$ cat src/design/cau_pkg.sv
package cau_pkg;

    localparam int DATA_WIDTH_DEF = 16;
    localparam int FRAC_BITS_DEF  = 8;

    typedef logic [1:0] op_t;

    localparam op_t OP_ADD = 2'd0;
    localparam op_t OP_SUB = 2'd1;
    localparam op_t OP_MUL = 2'd2;
    localparam op_t OP_DIV = 2'd3;

    typedef struct packed {
        logic valid;
        op_t  op;
        logic neg_r;
        logic neg_i;
        logic big_r;
        logic big_i;
        logic dz;
    } ctrl_t;

endpackage

$ cat src/design/cau_div_cell.sv
module cau_div_cell #(
    parameter int DW  = 16,
    parameter int FB  = 8,
    parameter int BIT = 0
) (
    input  logic                 clk,
    input  logic                 rst_n,
    input  logic                 en,
    input  cau_pkg::ctrl_t       ctrl_i,
    input  logic [2*DW+FB-1:0]   rem_r_i,
    input  logic [2*DW+FB-1:0]   rem_i_i,
    input  logic [DW-1:0]        q_r_i,
    input  logic [DW-1:0]        q_i_i,
    input  logic [2*DW-1:0]      den_i,
    output cau_pkg::ctrl_t       ctrl_o,
    output logic [2*DW+FB-1:0]   rem_r_o,
    output logic [2*DW+FB-1:0]   rem_i_o,
    output logic [DW-1:0]        q_r_o,
    output logic [DW-1:0]        q_i_o,
    output logic [2*DW-1:0]      den_o
);
    import cau_pkg::*;

    localparam int RW = 2 * DW + FB;
    localparam int CW = 3 * DW + FB;

    ctrl_t          ctrl_reg;
    logic [RW-1:0]  rem_r_reg, rem_i_reg, rem_r_next, rem_i_next;
    logic [DW-1:0]  q_r_reg, q_i_reg, q_r_next, q_i_next;
    logic [2*DW-1:0] den_reg;
    logic [CW-1:0]  dsh;

    always_comb
    begin
        dsh        = CW'(den_i) << BIT;
        rem_r_next = rem_r_i;
        rem_i_next = rem_i_i;
        q_r_next   = q_r_i;
        q_i_next   = q_i_i;
        if (ctrl_i.op == OP_DIV)
        begin
            if (CW'(rem_r_i) >= dsh)
            begin
                rem_r_next    = RW'(CW'(rem_r_i) - dsh);
                q_r_next[BIT] = 1'b1;
            end
            if (CW'(rem_i_i) >= dsh)
            begin
                rem_i_next    = RW'(CW'(rem_i_i) - dsh);
                q_i_next[BIT] = 1'b1;
            end
        end
    end

    always_ff @(posedge clk or negedge rst_n)
    begin
        if (!rst_n)
        begin
            ctrl_reg <= '0;
        end
        else if (en)
        begin
            ctrl_reg <= ctrl_i;
        end
    end

    always_ff @(posedge clk)
    begin
        if (en)
        begin
            rem_r_reg <= rem_r_next;
            rem_i_reg <= rem_i_next;
            q_r_reg   <= q_r_next;
            q_i_reg   <= q_i_next;
            den_reg   <= den_i;
        end
    end

    assign ctrl_o  = ctrl_reg;
    assign rem_r_o = rem_r_reg;
    assign rem_i_o = rem_i_reg;
    assign q_r_o   = q_r_reg;
    assign q_i_o   = q_i_reg;
    assign den_o   = den_reg;

endmodule

$ cat config.mk
export PLATFORM = sky130hd
export DESIGN_NAME = cau_div_cell
export DESIGN_NICKNAME = d
export VERILOG_FILES = /design/src/design/cau_pkg.sv /design/src/design/cau_div_cell.sv
export SDC_FILE = /design/constraint.sdc
export NUM_CORES = 1
export LEC_CHECK = 0
export BUFFER_PORTS_ARGS = -buffer_cell sky130_fd_sc_hd__buf_2
export CAP_MARGIN = 20
export CORE_ASPECT_RATIO = 2
export CORE_MARGIN = 4
export CORE_UTILIZATION = 30
export CTS_CLUSTER_DIAMETER = 60
export DETAILED_ROUTE_END_ITERATION = 16
export PLACE_DENSITY = 0.51
export SYNTH_ARGS = -nofsm -noshare
export SYNTH_HDL_FRONTEND = slang
export SYNTH_SLANG_ARGS = --single-unit
$ cat constraint.sdc
create_clock -name clk -period 0.8 [get_ports clk]
set_input_delay 0.08 -clock clk [delete_from_list [all_inputs] [get_ports clk]]
set_output_delay 0.08 -clock clk [all_outputs]
set_load 0.01 [all_outputs]
==> impl_metrics.env <==
export IMPL_rr_startpoint="ctrl_o[2]"
export IMPL_io_pins=307
export IMPL_htreeDepth=4
export IMPL_dp_slack_ns=-2.15
export IMPL_critPathKind="in2reg"
export IMPL_swShare_pct=31.1
export IMPL_detail_route_wirelength_mm=39.3
export IMPL_avgRoutedWirePerCell_um=18.7
export IMPL_cts_buffer_depth=2
export IMPL_critPathCaptureType="flop"
export IMPL_yosys_warnings=0
export IMPL_area_growth_pct=91.3
export IMPL_hold_start="rem_r_i[4]"
export IMPL_place_area_sq_mm=0.0146
export IMPL_outcome="complete, but fails checks"
export IMPL_fin_nets=1887
export IMPL_setup_slack_ns=-1.46
export IMPL_met3RoutedLength_mm=1.57
export IMPL_cts_sinks=152
export IMPL_register_area_sq_mm=0.00452
export IMPL_reg2reg_slack_ns=-0.08
export IMPL_fmax_mhz=443
export IMPL_viasPerCell=4.79
export IMPL_routed_wl_met2_mm=22.7
export IMPL_hp_class="in2reg"
export IMPL_hold_path_endpoint="rem_r_o[4]"
export IMPL_vias=10000
export IMPL_comb_power_share_pct=36.4
export IMPL_rows=91
export IMPL_ys_seq_area_share_pct=47.6
export IMPL_stdcell_area_sq_mm=0.0182
export IMPL_grt_max_degree=25
export IMPL_power_density_mw_per_mm2=1540
export IMPL_p_sw_w=0.00872
export IMPL_maxCapViolCount=0
export IMPL_start_kind="input pin"
export IMPL_final_util_pct=58.5
export IMPL_cts_root_buf="clkbuf_16"
export IMPL_hold_violations=3
export IMPL_power_frac_clock_pct=28.6
export IMPL_rr_worst_depth=2
export IMPL_ant_nets=0
export IMPL_syn_inst=884
export IMPL_core_area_sq_mm=0.0311
export IMPL_chipWidth_um=134
export IMPL_finalHoldWorstSlack_ns=-0.0111
export IMPL_gp_congestion=0.915
export IMPL_initial_utilization_pct=30.6
export IMPL_synth_flop_cell="edfxtp_1"
export IMPL_sequentialPowerShare_pct=34.9
export IMPL_cts_tree="built"
export IMPL_slew_headroom_pct=75.7
export IMPL_synth_nets=1105
export IMPL_insertion_delay_ns=0.45
export IMPL_drive_above_1_share_pct=57.8
export IMPL_port_buffers=306
export IMPL_crit_path_max_fanout=2
export IMPL_period_needed_ns=2.26
export IMPL_power_internal_w=0.0193
export IMPL_finClkSkew_ns=0
export IMPL_synthArstFlopShare_pct=5.26
export IMPL_die_area_sq_mm=0.0347
export IMPL_drt_iter0_drc=290
export IMPL_tightest_slew_ns=0.362
export IMPL_wl_met1_mm=13.2
export IMPL_rsz0062_at_grt="yes"
export IMPL_hpwl_mm=30.3
export IMPL_syn_avg_cell_area_sq_um=10.7
export IMPL_synth_seq_cells=152
export IMPL_dr_pass1_iters=5
export IMPL_track_usage_pct=21.6
export IMPL_hold_depth=2
export IMPL_multi_input_area_sq_mm=0.00614
export IMPL_grt_pass1_wl_mm=56.9
export IMPL_crit_arrival_ns=2.46
export IMPL_synth_edf_count=144
export IMPL_rr_endpoint="ctrl_o[2]"
export IMPL_syn_area_sq_mm=0.00950
export IMPL_fill_cells=2678
export IMPL_cts_buffers=17
export IMPL_ys_types=65
export IMPL_drc=0
export IMPL_setup_viol=237
export IMPL_cts_clk_slew_worst_paths_ns=0.07
export IMPL_maxSlewViolCount=0
export IMPL_die_h_um=260
export IMPL_top_layer="met5"
export IMPL_antenna_found_initial=2
export IMPL_peakVddDrop_uv=1410
export IMPL_grt_pass1_vias=10600
export IMPL_period_share_pct=282
export IMPL_grt_overflow=0
export IMPL_critPathRequiredTime_ns=1.01
export IMPL_violations="hold timing, setup timing"
export IMPL_p_leak_nw=8.13
-- logic make-up after synthesis --
| logic type | synth area share, % |
|---|---|
| AOI/OAI and AO/OA | 17.4 |
| and+or+nand+nor | 11.5 |
| DFF | 47.6 |
| buffers and inverters | 3.67 |
| xor gates and xnor gates | 6.55 |
| adders and majority gates | 8.85 |
| muxes | 4.44 |
-- power groups by stage --
stage	Combinational [W]	Sequential, W	Clock (W)
final	0.0102	0.00981	0.00804
after global routing	0.0110	0.00987	0.00857
after CTS	0.00941	0.00981	0.00826
after detailed placement	0.00823	0.00997	0
after global placement	0.00817	0.00996	0
after floorplan	0.00366	0.0104	0
-- layout make-up --
class	count	share of cell area, %
tap	418	2.88
inverter	54	1.62
sequential	152	24.9
timing repair buffer	793	33.7
clock inverter	15	0.792
multi-input combinational	648	33.8
antenna	1	0.0138
clock buffer	17	2.34
-- cell usage after synthesis, types with 4 or more instances --
library cell  number  area [sq um]
edfxtp_1         144          4320
dfrtp_1            8           200
xnor2_1           39           342
and3_1             9          56.3
o2111ai_1          6          52.6
clkbuf_1          17          63.8
o211ai_1          12          90.1
nand2_1           80           300
nor4_1             5          31.3
nor3_1            13          65.1
nor2b_1            7          43.8
a21boi_0           5          37.5
nor2_1            48           180
nand4_1            5          31.3
o31ai_1            5          37.5
o21ai_0           64           320
and2_1             6          37.5
o41a_1             4          45.0
mux2_2            32           360
mux2i_1            5          50.1
ha_1              64           801
o41ai_1            4          35.0
nand3_1           16          80.1
o21bai_1           7          52.6
a21oi_1           62           310
xor2_1            32           280
a21o_1            36           270
o21a_1             6          45.0
nand2b_1          14          87.6
a31oi_1           12          75.1
buf_2              7          35.0
inv_1             54           203
-- metal layers --
layer	vias to the layer above	global-route usage, %
met3	77	3.56
met5	-	0
met1	4828	20.6
li1	4868	-
met2	268	43.4
met4	2	10.3
-- cells in the final DEF, fill, tap and decap left out, drive strengths merged, types with 7 or more instances in the layout --
cell         count
a21o            36
a21oi           65
a31oi           12
and3             9
buf            671
clkbuf          23
clkinv           7
dfrtp            8
dlygate4sd3    116
edfxtp         144
ha              64
inv             57
mux2            33
nand2           80
nand2b          14
nand3           16
nor2            48
nor2b            7
nor3            14
o211ai          12
o21ai           66
o21bai           7
xnor2           39
xor2            32
-- metrics by stage --
| step | setup TNS, ns | cells | power, W |
|---|---|---|---|
| 3_3_place_gp | -169.36 | 1889 | 0.0181 |
| 2_1_floorplan | -128.98 | 884 | 0.0140 |
| 6_report | -147.10 | 2098 | 0.0281 |
| 5_1_grt | -158.03 | 2097 | 0.0294 |
| 4_1_cts | -151.96 | 2066 | 0.0275 |
| 3_5_place_dp | -170.41 | 1889 | 0.0182 |
-- sequential cells by signal (all words and copies together), names as in the netlist --
register / count
q_i_o: 16
rem_i_o: 40
den_o: 32
ctrl_o: 8
q_r_o: 16
rem_r_o: 40
-- critical path, stage by stage --
cell and delay [ns]:
buf_8 0.07, clkinvlp_4 0.16, ha_4 0.29, nand2_2 0.06, o21bai_4 0.13, a31oi_4 0.11, o41a_1 0.41, o41a_1 0.44
o21a_1 0.23, a211o_1 0.30, nor2_2 0.11, xor2_1 0.07
-- repair_timing --
action | CTS | global route
hold buffers | 115 | 1
buffers inserted | 30 | 28
gates resized for setup | 149 | 178
hold endpoints to repair | 128 | 5
pin swaps | 55 | 77
gates cloned | 2 | 8
setup endpoints to repair | 234 | 237
-- worst max-delay path by stage --
stage | end | slack [ns] | from
3_3_place_gp | rem_i_o[3] | -2.10 | rem_i_i[0]
4_1_cts | rem_i_o[33] | -1.48 | den_i[2]
6_report | rem_i_o[37] | -1.46 | den_i[2]
3_5_place_dp | rem_r_o[39] | -2.15 | den_i[3]
5_1_grt | rem_i_o[37] | -1.53 | den_i[2]
2_1_floorplan | rem_i_o[37] | -1.77 | rem_i_i[0]
(Power assumes the default switching activity.)
